[src/design/assert_macros.svh]
// ----------------------------------------------------------------------------
// Assertion macros
// Shared concurrent assertion forms for the monitor RTL.
// ----------------------------------------------------------------------------
`ifndef ASSERT_MACROS_SVH
`define ASSERT_MACROS_SVH

// Checked at every clock edge, ignored while reset is high.
`define ASSERT_CLK_RST(label, clk, rst, prop) \
   label: assert property (@(posedge clk) disable iff (rst) prop) \
      else $error("%m: assertion failed");

// Checked at every clock edge, including during reset.
`define ASSERT_CLK(label, clk, prop) \
   label: assert property (@(posedge clk) prop) \
      else $error("%m: assertion failed");

`endif

[src/design/tmrdm_pkg.sv]
// ----------------------------------------------------------------------------
// tmrdm_pkg
// Types and constants shared by the TMR disagreement monitor modules.
// ----------------------------------------------------------------------------
package tmrdm_pkg;

   localparam int NUM_CH   = 3;
   localparam int WORD_W   = 64;
   localparam int CNT_W    = 8;
   localparam int FLAG_W   = NUM_CH;

   localparam logic [CNT_W-1:0] COUNT_MAX           = 8'hFF;
   localparam logic [CNT_W-1:0] PERSIST_LIMIT_RESET = 8'd10;

   typedef struct packed {
      logic [WORD_W-1:0] out_word_a;
      logic [WORD_W-1:0] out_word_b;
      logic [WORD_W-1:0] out_word_c;
      logic [WORD_W-1:0] rin_word_a;
      logic [WORD_W-1:0] rin_word_b;
      logic [WORD_W-1:0] rin_word_c;
      logic [FLAG_W-1:0] bus1_err;
      logic [FLAG_W-1:0] bus2_err;
   } req_type;

   typedef struct packed {
      logic [FLAG_W-1:0] lost_flags;
      logic [FLAG_W-1:0] logic_flags;
      logic [FLAG_W-1:0] remote_flags;
      logic [FLAG_W-1:0] board_flags;
      logic [WORD_W-1:0] kept_out_a;
      logic [WORD_W-1:0] kept_out_b;
      logic [WORD_W-1:0] kept_out_c;
      logic              clear_remote_buf;
   } rsp_type;

   // Controls handed to each persistence counter bank.
   typedef struct packed {
      logic advance;   // item moves from the input register to the result register
      logic online;    // no channel lost in this item
   } persist_ctl_type;

endpackage

[src/design/tmrdm_vote.sv]
// ----------------------------------------------------------------------------
// tmrdm_vote
// Flags each channel whose word differs from both other channels' words.
// ----------------------------------------------------------------------------
module tmrdm_vote (
   input  logic [tmrdm_pkg::WORD_W-1:0] word_a,
   input  logic [tmrdm_pkg::WORD_W-1:0] word_b,
   input  logic [tmrdm_pkg::WORD_W-1:0] word_c,
   output logic [tmrdm_pkg::FLAG_W-1:0] odd
);
   import tmrdm_pkg::*;

   logic eq_ab;
   logic eq_bc;
   logic eq_ca;

   assign eq_ab = (word_a == word_b);
   assign eq_bc = (word_b == word_c);
   assign eq_ca = (word_c == word_a);

   assign odd[0] = !eq_ab && !eq_ca;
   assign odd[1] = !eq_ab && !eq_bc;
   assign odd[2] = !eq_bc && !eq_ca;

endmodule

[src/design/tmrdm_persist.sv]
// ----------------------------------------------------------------------------
// tmrdm_persist
// Per-channel saturating disagreement counters and fault compare.
// ----------------------------------------------------------------------------
`include "assert_macros.svh"

module tmrdm_persist (
   input  logic                           clock,
   input  logic                           reset,
   input  tmrdm_pkg::persist_ctl_type     ctl,
   input  logic [tmrdm_pkg::FLAG_W-1:0]   odd,
   input  logic [tmrdm_pkg::CNT_W-1:0]    limit,
   output logic [tmrdm_pkg::FLAG_W-1:0]   fault
);
   import tmrdm_pkg::*;

   logic [CNT_W-1:0] count_ff [NUM_CH];
   logic [CNT_W-1:0] count_in [NUM_CH];
   logic [FLAG_W-1:0] grow;

   always_comb begin
      for (int i = 0; i < NUM_CH; i++) begin
         grow[i] = ctl.online && odd[i];
         if (!grow[i]) begin
            count_in[i] = '0;
         end else if (count_ff[i] == COUNT_MAX) begin
            count_in[i] = COUNT_MAX;
         end else begin
            count_in[i] = count_ff[i] + CNT_W'(1);
         end
         // fault follows the count after this item's update
         fault[i] = (count_in[i] > limit);
      end
   end

   always_ff @(posedge clock) begin
      if (reset) begin
         for (int i = 0; i < NUM_CH; i++) begin
            count_ff[i] <= '0;
         end
      end else if (ctl.advance) begin
         for (int i = 0; i < NUM_CH; i++) begin
            count_ff[i] <= count_in[i];
         end
      end
   end

   `ASSERT_CLK_RST(a_offline_clears, clock, reset, (ctl.advance && !ctl.online) |=> (count_ff[0] == '0 && count_ff[1] == '0 && count_ff[2] == '0))
   `ASSERT_CLK_RST(a_saturate, clock, reset, (ctl.advance && grow[0] && count_ff[0] == COUNT_MAX) |=> (count_ff[0] == COUNT_MAX))
   `ASSERT_CLK_RST(a_hold_idle, clock, reset, !ctl.advance |=> ($stable(count_ff[0]) && $stable(count_ff[1]) && $stable(count_ff[2])))

endmodule

[src/design/tmr_channel_disagreement_monitor_core.sv]
// ----------------------------------------------------------------------------
// tmr_channel_disagreement_monitor_core
// Triple-redundant channel disagreement monitor with persistence filtering.
// ----------------------------------------------------------------------------
// One monitoring tick is one req item; each yields exactly one rsp item. An
// item is captured in an input register, evaluated by the comparators and the
// counter banks while it is held there, and its result lands in the result register
// when the item advances, with rsp_valid rising alongside it. One item per cycle
// is sustained while rsp_stall stays low; the input register can still take one
// item while a result waits on rsp_stall, and req_stall rises only when both
// registers are full. The persistence counters advance as an item moves into the result
// register. csr_ready is always high; persist_limit resets to 10 and should
// only be written while no item is in flight.
`include "assert_macros.svh"

module tmr_channel_disagreement_monitor_core (
   input  logic                           clock,
   input  logic                           reset,
   input  logic                           req_valid,
   output logic                           req_stall,
   input  tmrdm_pkg::req_type             req_data,
   output logic                           rsp_valid,
   input  logic                           rsp_stall,
   output tmrdm_pkg::rsp_type             rsp_data,
   input  logic                           csr_valid,
   output logic                           csr_ready,
   input  logic [tmrdm_pkg::CNT_W-1:0]    csr_wdata
);
   import tmrdm_pkg::*;

   logic                in_valid_ff;
   logic                in_valid_in;
   req_type             in_data_ff;
   logic                rsp_valid_ff;
   logic                rsp_valid_in;
   rsp_type             rsp_data_ff;
   rsp_type             rsp_data_in;
   logic [CNT_W-1:0]    limit_ff;

   logic                out_free;
   logic                advance;
   logic                req_accept;
   logic [FLAG_W-1:0]   lost;
   logic [FLAG_W-1:0]   out_odd;
   logic [FLAG_W-1:0]   rin_odd;
   logic [FLAG_W-1:0]   logic_fault;
   logic [FLAG_W-1:0]   remote_fault;
   logic [FLAG_W-1:0]   drop;
   persist_ctl_type     ctl;

   // handshake
   assign out_free   = !rsp_valid_ff || !rsp_stall;
   assign advance    = in_valid_ff && out_free;
   assign req_stall  = in_valid_ff && !out_free;
   assign req_accept = req_valid && !req_stall;
   assign csr_ready  = 1'b1;
   assign rsp_valid  = rsp_valid_ff;
   assign rsp_data   = rsp_data_ff;

   always_comb begin
      if (req_accept) begin
         in_valid_in = 1'b1;
      end else if (advance) begin
         in_valid_in = 1'b0;
      end else begin
         in_valid_in = in_valid_ff;
      end
      if (advance) begin
         rsp_valid_in = 1'b1;
      end else if (rsp_stall) begin
         rsp_valid_in = rsp_valid_ff;
      end else begin
         rsp_valid_in = 1'b0;
      end
   end

   // evaluation
   assign lost       = in_data_ff.bus1_err & in_data_ff.bus2_err;
   assign ctl.advance = advance;
   assign ctl.online  = (lost == '0);

   tmrdm_vote u_out_vote (
      .word_a (in_data_ff.out_word_a),
      .word_b (in_data_ff.out_word_b),
      .word_c (in_data_ff.out_word_c),
      .odd    (out_odd)
   );

   tmrdm_vote u_rin_vote (
      .word_a (in_data_ff.rin_word_a),
      .word_b (in_data_ff.rin_word_b),
      .word_c (in_data_ff.rin_word_c),
      .odd    (rin_odd)
   );

   tmrdm_persist u_out_persist (
      .clock (clock),
      .reset (reset),
      .ctl   (ctl),
      .odd   (out_odd),
      .limit (limit_ff),
      .fault (logic_fault)
   );

   tmrdm_persist u_rin_persist (
      .clock (clock),
      .reset (reset),
      .ctl   (ctl),
      .odd   (rin_odd),
      .limit (limit_ff),
      .fault (remote_fault)
   );

   assign drop = lost | logic_fault;

   always_comb begin
      rsp_data_in.lost_flags       = lost;
      rsp_data_in.logic_flags      = logic_fault;
      rsp_data_in.remote_flags     = remote_fault;
      rsp_data_in.board_flags      = in_data_ff.bus1_err | in_data_ff.bus2_err | lost
                                     | logic_fault | remote_fault;
      rsp_data_in.kept_out_a       = drop[0] ? '0 : in_data_ff.out_word_a;
      rsp_data_in.kept_out_b       = drop[1] ? '0 : in_data_ff.out_word_b;
      rsp_data_in.kept_out_c       = drop[2] ? '0 : in_data_ff.out_word_c;
      rsp_data_in.clear_remote_buf = (lost != '0) || (remote_fault != '0);
   end

   // registers
   always_ff @(posedge clock) begin
      if (reset) begin
         in_valid_ff  <= 1'b0;
         rsp_valid_ff <= 1'b0;
         limit_ff     <= PERSIST_LIMIT_RESET;
      end else begin
         in_valid_ff  <= in_valid_in;
         rsp_valid_ff <= rsp_valid_in;
         if (csr_valid && csr_ready) begin
            limit_ff <= csr_wdata;
         end
      end
   end

   always_ff @(posedge clock) begin
      if (req_accept) begin
         in_data_ff <= req_data;
      end
      if (advance) begin
         rsp_data_ff <= rsp_data_in;
      end
   end

   `ASSERT_CLK(a_reset_empty, clock, reset |=> (!rsp_valid_ff && !in_valid_ff))
   `ASSERT_CLK_RST(a_lost_clears_buf, clock, reset, (rsp_valid_ff && rsp_data_ff.lost_flags != '0) |-> rsp_data_ff.clear_remote_buf)
   `ASSERT_CLK_RST(a_drop_a_zero, clock, reset, (rsp_valid_ff && (rsp_data_ff.lost_flags[0] || rsp_data_ff.logic_flags[0])) |-> (rsp_data_ff.kept_out_a == '0))
   `ASSERT_CLK_RST(a_advance_fills, clock, reset, advance |=> rsp_valid_ff)

endmodule

[config.mk]
export PLATFORM = sky130hd
export DESIGN_NAME = tmr_channel_disagreement_monitor_core
export DESIGN_NICKNAME = d
export VERILOG_FILES = /design/src/design/tmrdm_pkg.sv /design/src/design/tmrdm_vote.sv /design/src/design/tmrdm_persist.sv /design/src/design/tmr_channel_disagreement_monitor_core.sv
export VERILOG_INCLUDE_DIRS = /design/src /design/src/design
export SDC_FILE = /design/constraint.sdc
export NUM_CORES = 1
export LEC_CHECK = 0
export ABC_CLOCK_PERIOD_IN_PS = 45100
export BUFFER_PORTS_ARGS = -buffer_cell sky130_fd_sc_hd__buf_4
export CORE_UTILIZATION = 45
export CTS_BUF_LIST = sky130_fd_sc_hd__clkbuf_8
export CTS_CLUSTER_DIAMETER = 40
export DETAILED_ROUTE_END_ITERATION = 12
export PLACE_DENSITY = 0.78
export SYNTH_ARGS = -nofsm -noshare
export SYNTH_HDL_FRONTEND = slang
export SYNTH_SLANG_ARGS = --single-unit
[constraint.sdc]
create_clock -name clock -period 45.1 [get_ports clock]
set_input_delay 4.51 -clock clock [delete_from_list [all_inputs] [get_ports clock]]
set_output_delay 4.51 -clock clock [all_outputs]
set_load 0.01 [all_outputs]
-- Word level (Yosys, flattened, before mapping)
Memory sizes are Yosys's and may differ from the RTL's.
Index checks and enable logic that the tools add are counted.
- flip-flop bits (word level): 605
- bits in writable memories: 48
- bits of input ports: 403
- memories: 2
- add/sub/neg operators: 6
- magnitude comparators: 6
- equal/unequal tests: 13
- muxes and demuxes: 27
- bitwise gates (word level): 12
- reduce and logical (&&, ||, !) cells: 31
- memory list (memory ; words ; bits a word ; rd ports ; clocked after memory_dff ; wr ports ; line ; RTL):
    u_out_persist.count_ff ; 3 ; 8 ; 3 ; 0 ; 3 ; tmrdm_persist.sv:17 ; logic [CNT_W-1:0] count_ff [NUM_CH];
    u_rin_persist.count_ff ; 3 ; 8 ; 3 ; 0 ; 3 ; tmrdm_persist.sv:17 ;
- operators by type and width (cell ; count):
    64-bit equality test ; 6
    8-bit 2-to-1 mux ; 18
    8-bit by 1-bit adder with 8-bit output (second input constant) ; 6
    8-bit equality test (second input constant) ; 6
    8-bit > comparator ; 6
    1-bit logical AND ; 15
    3-bit bitwise OR ; 5
    1-bit zero test ; 10
    1-bit 2-to-1 mux ; 9
    1-bit bitwise OR ; 6
    3-bit nonzero test ; 2
    3-bit bitwise AND ; 1
    3-bit zero test ; 1
    1-bit logical OR ; 2
    2-bit by 1-bit != test with 1-bit output (second input constant) ; 1
    2-bit nonzero test ; 1

-- Depth between registers and ports, before layout
Gate-level depths: netlist (run 1).
- depth in word-level cells: 8
- gate-level depth with buffers: 16
- depth with buffers taken out: 13

-- Modules after synthesis
From an unflattened synthesis (run 1), not the netlist that was laid out.
- cell total of the unflattened synthesis: 1810
- area total of the unflattened synthesis: 27890.5 µm²
- modules (own cells, without submodules) (module ; times used ; cells an instance ; area each (µm²) ; sequential area each (µm²)):
    tmr_channel_disagreement_monitor_core ; 1 ; 855 ; 19741.4 ; 18067.3
    tmrdm_vote ; 2 ; 258 ; 2105.8 ; 0.0
    tmrdm_persist at u_rin_persist ; 1 ; 219 ; 1970.6 ; 720.7
    tmrdm_persist at u_out_persist ; 1 ; 220 ; 1966.9 ; 720.7

-- Worst setup path before layout (run 1)
No wires, ideal clock.
- path type: input-to-reg
- start point: input port rsp_stall
- end point: register in_data_ff[0] (netlist name) (enable)
- library setup time: 1193 ps
- arrival time: 21843 ps
- required time: 43907 ps
- path slack: 22064 ps
- cell stages on the path: 2
- cell sequence: and3_1 nor2b_1
- longest elaborated chain between the ends: 6
- RTL lines (item ; line ; RTL):
    start, declared ; tmr_channel_disagreement_monitor_core.sv:23 ; input logic rsp_stall,
    1-bit zero test ; tmr_channel_disagreement_monitor_core.sv:52 ; assign out_free = !rsp_valid_ff || !rsp_stall;
    1-bit logical OR ; tmr_channel_disagreement_monitor_core.sv:52 ;
    1-bit zero test ; tmr_channel_disagreement_monitor_core.sv:54 ; assign req_stall = in_valid_ff && !out_free;
    1-bit logical AND ; tmr_channel_disagreement_monitor_core.sv:54 ;
    1-bit zero test ; tmr_channel_disagreement_monitor_core.sv:55 ; assign req_accept = req_valid && !req_stall;
    1-bit logical AND ; tmr_channel_disagreement_monitor_core.sv:55 ;
    end signal, assigned ; tmr_channel_disagreement_monitor_core.sv:145 ; in_data_ff <= req_data;
    end, declared ; tmr_channel_disagreement_monitor_core.sv:33 ; req_type in_data_ff;
No other way between the ends.
A chain may end at the register's enable or synchronous reset.

-- Final worst setup path (run 1)
- start point: input port rsp_stall
- end point: output port req_stall
- longest elaborated chain between the ends: 4
- RTL lines (item ; line ; RTL):
    1-bit zero test ; tmr_channel_disagreement_monitor_core.sv:52 ;
    1-bit logical OR ; tmr_channel_disagreement_monitor_core.sv:52 ;
    1-bit zero test ; tmr_channel_disagreement_monitor_core.sv:54 ;
    1-bit logical AND ; tmr_channel_disagreement_monitor_core.sv:54 ;
    end, declared ; tmr_channel_disagreement_monitor_core.sv:20 ; output logic req_stall,
No other way between the ends.

==> results of run 1 <==
==> Yosys cell counts (all sizes together) <==
cell type,number
nand2b,9
mux2i,13
nand4,56
conb,1
o21ai,17
and4,3
edfxtp,643
o22ai,5
clkbuf,33
o21bai,2
o211ai,2
nand2,11
a21boi,1
and3,21
dfxtp,10
nor2b,14
xnor2,135
or2,4
nand3,29
ha,54
inv,15
o31ai,1
xor2,266
or3,7
or4,4
nor4,108
nor3,59
and2,196
a21oi,14
buf,9
nor2,43
a32oi,2
a31o,1
a22oi,2
a31oi,1
a21o,12
==> metal layers <==
| layer | routed length, um | vias up | part of all wire |
|---|---|---|---|
| met3 | 7740 | 134 | 0.092 |
| met2 | 41200 | 914 | 0.49 |
| met4 | 2210 | 10 | 0.026 |
| met1 | 32900 | 8860 | 0.39 |
| met5 | 67 | - | 0.00080 |
| li1 | - | 8124 | - |
==> flip-flops by register name, summed over array words and instances (netlist names) <==
register,flops
u_rin_persist.count_ff,24
in_valid_ff,1
in_data_ff,390
rsp_data,205
u_out_persist.count_ff,24
limit_ff,8
rsp_valid,1
==> final cells by class <==
type                            count  area (sq um)  share of cell area
Clock buffer                      113          1560              0.0436
Tap cell                          782           978              0.0274
Inverter                           15          56.3             0.00158
Multi-Input combinational cell   1093          8090               0.227
Clock inverter                     86           785              0.0220
Timing Repair Buffer              619          4660               0.131
Antenna cell                       12          30.0            0.000842
Sequential cell                   653         19500               0.547
==> cell families after synthesis <==
group,synth area share
xor+xnor,0.126
simple gates,0.121
other cells,0.000135
mux,0.00468
flops,0.702
fa+ha+maj,0.0243
compound gates,0.0133
buf+inv,0.00882
==> tightest hold or removal path: stages (launching register included) <==
cell and delay (ns):
dfxtp_1 0.32, mux2i_1 0.07, nor2_1 0.08
==> worst min-delay path by stage <==
stage,endpoint,slack [ns]
2_1_floorplan,rsp_valid$_SDFFE_PP0P_,0.44
3_3_place_gp,rsp_valid$_SDFFE_PP0P_,0.47
3_5_place_dp,limit_ff[7]$_SDFFE_PP0P_,0.49
4_1_cts,limit_ff[7]$_SDFFE_PP0P_,0.50
5_1_grt,limit_ff[6]$_SDFFE_PP0P_,0.53
6_report,limit_ff[7]$_SDFFE_PP0P_,0.50
==> metrics by stage <==
| stage | cells | hold slack [ns] | utilization | setup slack, ns | cell area, sq um |
|---|---|---|---|---|---|
| 3_5_place_dp | 3162 | 0.487 | 0.548 | 35.56 | 33300 |
| 5_1_grt | 3369 | 0.534 | 0.587 | 35.54 | 35700 |
| 6_report | 3373 | 0.502 | 0.588 | 35.56 | 35700 |
| 4_1_cts | 3361 | 0.500 | 0.587 | 35.56 | 35600 |
| 2_1_floorplan | 1803 | 0.444 | - | 22.06 | 27800 |
| 3_3_place_gp | 3162 | 0.475 | 0.548 | 35.57 | 33300 |
==> power groups by stage <==
stage	Clock [W]	Combinational, W	Sequential, W
global route	0.000596	0.000176	0.000747
floorplan	0	0.0000720	0.000769
finish	0.000563	0.000165	0.000743
global placement	0	0.000160	0.000754
CTS	0.000570	0.000165	0.000744
detailed placement	0	0.000164	0.000756
==> results by group, run 1 <==
Clock tree
  • Clock buffer depth: 3
  • Clk sinks: 653
  • Worst-Skew Late Latency: 0.72 ns
  • Root Buffer: clkbuf_8
  • TritonCTS clock tree: done
  • Hold-fix buffers, CTS: 0
  • TritonCTS Buffers: 112
  • Post_cts resized: 0
  • Buffer count from post-CTS setup fixing: 0
  • H-tree depth: 3
  • Reg clk slew, reported paths: 0.05 ns

Power
  • Psw: 0.000371 W
  • Clock Power Share: 0.383
  • Int Power: 0.00110 W
  • PwrDens: 41.3 mW/mm^2
  • Register share of total power: 0.505
  • P_leak: 13.9 nW
  • Switching part of the total power: 0.252
  • Pwr Total: 0.00147 W
  • Worst ir drop on vdd: 0.0263 mV
  • Combinational power share: 0.112

Setup path
  • R2R Setup Slk: 39.26 ns
  • CP required: 40.59 ns
  • R2R cell count: 14
  • Reg-to-reg endpoint: rsp_data[174]$_SDFFCE_PP0P_
  • CP Launch Type: primary input
  • Crit-path most repeated cell: buf_4
  • CP startpoint: rsp_stall
  • Largest stage delay on the critical path: 0.23 ns
  • CP endpoint: req_stall
  • CP bufs+invs: 2
  • Critical path arrival: 5.03 ns
  • CP Max Fanout: 3
  • Kind of critical path: in2out
  • Crit-path cells: buf_4 -> and3_1 -> buf_4
  • Setup crit end kind: output port
  • R2R Path Start: in_data_ff[222]$_DFFE_PP_
  • Critical path depth in cells: 3
  • Slowest CP cell: and3_1
  • Family with the most delay on the worst path: buffers and inverters

Global route
  • Vias in the first global route: 18,600
  • Gr usage total: 0.265
  • First-pass GRT wire length: 120,000 um
  • GRT busiest layer: met2
  • Met1 Use GR: 0.335
  • Met3 Use GR: 0.0725
  • Pin count of the biggest net entering global routing: 140
  • Met2 Resource Use GR: 0.437
  • Initial antenna violation count: 16
  • GR Overflow Total: 0

Place
  • I/O Buffers: 609
  • Final Wtd Congestion: 0.908
  • Final HPWL DP: 64,500 um

Yosys
  • Synthesized flop and latch total: 653
  • Most area-consuming cells after synthesis: edfxtp_1 (69%), xor2_1 (8.4%), and2_1 (4.4%)
  • Netlist cell types: 40
  • Post-synthesis sequential area ratio: 0.702
  • Post-synth top area share: 0.695
  • Area leader, netlist: edfxtp_1
  • Syn nets: 2,260
  • Cells after synthesis: 1,803
  • Post-Syn Area per Cell: 15.4 sq um
  • Netlist Area Pre-Place: 0.0278 sq mm
  • Yosys warnings: 0

Floorplan
  • Core Area: 0.0607 sq mm
  • I/O pin cnt: 611
  • Initial Util: 0.458
  • Height of the die: 251 um
  • Chip width: 251 um
  • Row count: 90
  • Full die area: 0.0628 sq mm

Timing
  • Worst Tran Pin Value: 1.24 ns
  • Relative slew slack: 0.167
  • Post-route clock period utilization: 0.212
  • Setup_tns: 0 ns
  • Final Critical Period: 9.54 ns
  • Final Hold Viols: 0
  • FMAX: 0.105 GHz
  • RSZ-0062 raised after global routing: false
  • Worst Skew: 0.0328 ns
  • Pins Over Slew Limit: 0
  • Final setup vio count: 0

Cells and area
  • Fillers: 4,635
  • Total Nets Final: 2,951
  • Most frequent cells in the layout: edfxtp_1 (643), buf_4 (618), xor2_1 (266), and2_1 (196), xnor2_1 (135)
  • Commonest non-fill, non-tap cell in the layout: edfxtp_1
  • Fraction of layout instances using a drive strength above 1: 0.304
  • Layout area overhead: 28.3%

Status
  • Status: complete, no violations

Routing
  • Total number of vias: 18,000
  • DR vias/cell: 5.35
  • ANT nets after route: 0
  • Final WL: 84,100 um
  • Initial DRT Pass Iterations: 5
  • Wire per inst: 24.9 um
  • Iter 0 DRT Violations: 1,556
  • # DRC: 0

Worst hold path
  • Hold path depth: 2
  • Hold path startpoint: limit_ff[7]$_SDFFE_PP0P_
  • Worst min-delay path class: reg2reg

Job
  • Maxcap violations: 0
(Power assumes the default switching activity.)
==> run 2: changes to the inputs <==
--- a/config.mk
+++ b/config.mk
@@ -6,13 +6,13 @@
 export SDC_FILE = /design/constraint.sdc
 export NUM_CORES = 1
 export LEC_CHECK = 0
-export ABC_CLOCK_PERIOD_IN_PS = 45100
+export ABC_CLOCK_PERIOD_IN_PS = 8400
 export BUFFER_PORTS_ARGS = -buffer_cell sky130_fd_sc_hd__buf_4
 export CORE_UTILIZATION = 45
 export CTS_BUF_LIST = sky130_fd_sc_hd__clkbuf_8
 export CTS_CLUSTER_DIAMETER = 40
 export DETAILED_ROUTE_END_ITERATION = 12
-export PLACE_DENSITY = 0.78
+export PLACE_DENSITY = 0.81
 export SYNTH_ARGS = -nofsm -noshare
 export SYNTH_HDL_FRONTEND = slang
 export SYNTH_SLANG_ARGS = --single-unit
==> constraint.sdc (replaced) <==
create_clock -name clock -period 8.4 [get_ports clock]
set_input_delay 0.84 -clock clock [delete_from_list [all_inputs] [get_ports clock]]
set_output_delay 0.84 -clock clock [all_outputs]
set_load 0.01 [all_outputs]
==> results by group, run 2 (synthesis results as in run 1) <==
Timing
  • Worst Skew: 0.0253 ns (-0.00748 ns)
  • Final Hold Viols: 0 (unchanged)
  • Setup_tns: 0 ns (unchanged)
  • RSZ-0062 raised after global routing: false
  • Final Critical Period: 5.67 ns
  • Pins Over Slew Limit: 0 (unchanged)
  • Final setup vio count: 0 (unchanged)
  • FMAX: 0.176 GHz
  • Relative slew slack: 0.213 (+0.0463)
  • Post-route clock period utilization: 0.675
  • Worst Tran Pin Value: 1.17 ns (-0.0688 ns)

Global route
  • Met2 Resource Use GR: 0.453 (+0.0156)
  • Vias in the first global route: 18,600 (-0.043%)
  • Pin count of the biggest net entering global routing: 171 (+22%)
  • Gr usage total: 0.274 (+0.00937)
  • Initial antenna violation count: 12 (-4)
  • GRT busiest layer: met2
  • First-pass GRT wire length: 123,000 um (+2.8%)
  • Met1 Use GR: 0.356 (+0.0202)
  • Met3 Use GR: 0.0666 (-0.00592)
  • GR Overflow Total: 0 (unchanged)

Power
  • P_leak: 13.9 nW (+0.36%)
  • Register share of total power: 0.503 (-0.002)
  • Psw: 0.00203 W (+450%)
  • Int Power: 0.00591 W (+440%)
  • Worst ir drop on vdd: 0.167 mV (+530%)
  • Clock Power Share: 0.385 (+0.002)
  • Combinational power share: 0.112 (about the same)
  • PwrDens: 222 mW/mm^2 (+440%)
  • Switching part of the total power: 0.256 (+0.00355)

Cells and area
  • Commonest non-fill, non-tap cell in the layout: edfxtp_1
  • Fraction of layout instances using a drive strength above 1: 0.307 (+0.00299)
  • Finished Core Util: 0.589 (+0.00105)
  • Max reg flops: 390 (unchanged)
  • Design area: 0.0357 sq mm (+0.18%)
  • Top reg by flops: in_data_ff
  • Total Nets Final: 2,953 (+0.068%)
  • Layout area overhead: 28.5%
  • Most frequent cells in the layout: edfxtp_1 (643), buf_4 (616), xor2_1 (266), and2_1 (196), xnor2_1 (135)

Clock tree
  • Worst-Skew Late Latency: 0.72 ns (about the same)
  • TritonCTS clock tree: done
  • Buffer count from post-CTS setup fixing: 0 (unchanged)
  • Root Buffer: clkbuf_8
  • Clock buffer depth: 3 (unchanged)
  • Reg clk slew, reported paths: 0.08 ns (+0.03 ns)
  • H-tree depth: 3 (unchanged)
  • Post_cts resized: 0 (unchanged)
  • TritonCTS Buffers: 114 (+1.8%)
  • Hold-fix buffers, CTS: 0 (unchanged)
  • Clk sinks: 653 (unchanged)

Setup path
  • Reg-to-reg endpoint: rsp_data[191]$_SDFFCE_PP0P_
  • R2R cell count: 14 (unchanged)
  • Setup crit end kind: flip-flop
  • Kind of critical path: reg2reg
  • R2R Setup Slk: 2.73 ns (-36.53 ns)
  • CP Max Fanout: 64 (+61)
  • R2R Path Start: in_data_ff[247]$_DFFE_PP_
  • CP Launch Type: flip-flop
  • CP required: 8.96 ns (-31.63 ns)
  • Critical path arrival: 6.23 ns (+1.20 ns)

Floorplan
  • Chip width: 251 um (unchanged)
  • Core Area: 0.0607 sq mm (unchanged)
  • I/O pin cnt: 611 (unchanged)
  • Row count: 90 (unchanged)
  • Full die area: 0.0628 sq mm (unchanged)
  • Height of the die: 251 um (unchanged)
  • Initial Util: 0.458 (unchanged)

Place
  • Post-DP Area: 0.0333 sq mm (about the same)
  • I/O Buffers: 609 (unchanged)
  • Final HPWL DP: 65,800 um (+2.1%)
  • Final Wtd Congestion: 0.948 (+4.3%)

Worst hold path
  • Worst min-delay path class: in2reg
  • Hold path depth: 1 (-1)
  • WHS Endpoint: in_data_ff[14]$_DFFE_PP_
  • Hold path startpoint: req_data[14]

Routing
  • Final WL: 87,600 um (+4.2%)
  • Initial DRT Pass Iterations: 5 (unchanged)
  • Total number of vias: 18,500 (+2.7%)
  • Iter 0 DRT Violations: 1,732 (+11%)
  • # DRC: 0 (unchanged)
  • DR vias/cell: 5.48 (+2.4%)
  • ANT nets after route: 0 (unchanged)
  • Wire per inst: 25.9 um (+3.9%)

Job
  • Maxcap violations: 0 (unchanged)

Status
  • Status: complete, no violations
run 2: metal layers:
metal  share of wire  up-vias
met5         0.00060        -
met3           0.094      149
met4           0.028        8
li1                -     8130
met2            0.49     1088
met1            0.39     9163
run 2: final cells by class:
class,instances,area (sq um)
diodes,8,20.0
inverters,15,56.3
clock inverters,97,792
clock buffers,116,1600
well taps,782,978
fillers,4575,25000
flip-flops and latches,653,19500
repair buffers,619,4680
multi-input cells,1093,8090
run 2: how the worst max path moves through the flow:
| stage | startpoint | end | slack [ns] | cells past startpoint |
|---|---|---|---|---|
| final | in_data_ff[247]$_DFFE_PP_ | rsp_data[191]$_SDFFCE_PP0P_ | 2.73 | 14 |
| after global routing | in_data_ff[247]$_DFFE_PP_ | rsp_data[191]$_SDFFCE_PP0P_ | 2.43 | 14 |
| after CTS | in_data_ff[247]$_DFFE_PP_ | rsp_data[191]$_SDFFCE_PP0P_ | 2.89 | 14 |
| after detailed placement | in_data_ff[247]$_DFFE_PP_ | rsp_data[174]$_SDFFCE_PP0P_ | 2.94 | 14 |
| after global placement | in_data_ff[247]$_DFFE_PP_ | rsp_data[155]$_SDFFCE_PP0P_ | 3.00 | 14 |
| after floorplan | rsp_stall | u_rin_persist.count_ff[0][4]$_SDFFCE_PN0P_ | 0.14 | 6 |
run 2: stage by stage:
stage | instances | hold WS, ns | setup WS, ns | power, W
2_1_floorplan | 1803 | 0.444 | 0.145 | 0.00445
6_report | 3383 | 0.284 | 2.73 | 0.00795
4_1_cts | 3375 | 0.221 | 2.89 | 0.00798
3_3_place_gp | 3162 | 0.463 | 3.00 | 0.00492
3_5_place_dp | 3162 | 0.508 | 2.94 | 0.00494
5_1_grt | 3382 | 0.228 | 2.43 | 0.00819
run 2: worst max-delay path, stage by stage (launching register included):
cell and delay (ns):
edfxtp_1 0.47, xor2_1 0.18, nor4_1 0.99, nand4_1 0.28
nor4_4 0.83, or2_1 0.55, nor3_1 0.12, ha_1 0.31
a21o_1 0.18, a21o_1 0.17, a21oi_1 0.15, a32oi_1 0.18
nor2_4 0.14, buf_4 0.60, and2_1 0.25
run 2: power groups by stage:
stage | logic, W | clock network, W | registers [W]
floorplan | 0.000387 | 0 | 0.00406
global placement | 0.000864 | 0 | 0.00406
detailed placement | 0.000880 | 0 | 0.00406
CTS | 0.000886 | 0.00309 | 0.00400
global route | 0.000944 | 0.00323 | 0.00402
finish | 0.000888 | 0.00306 | 0.00400
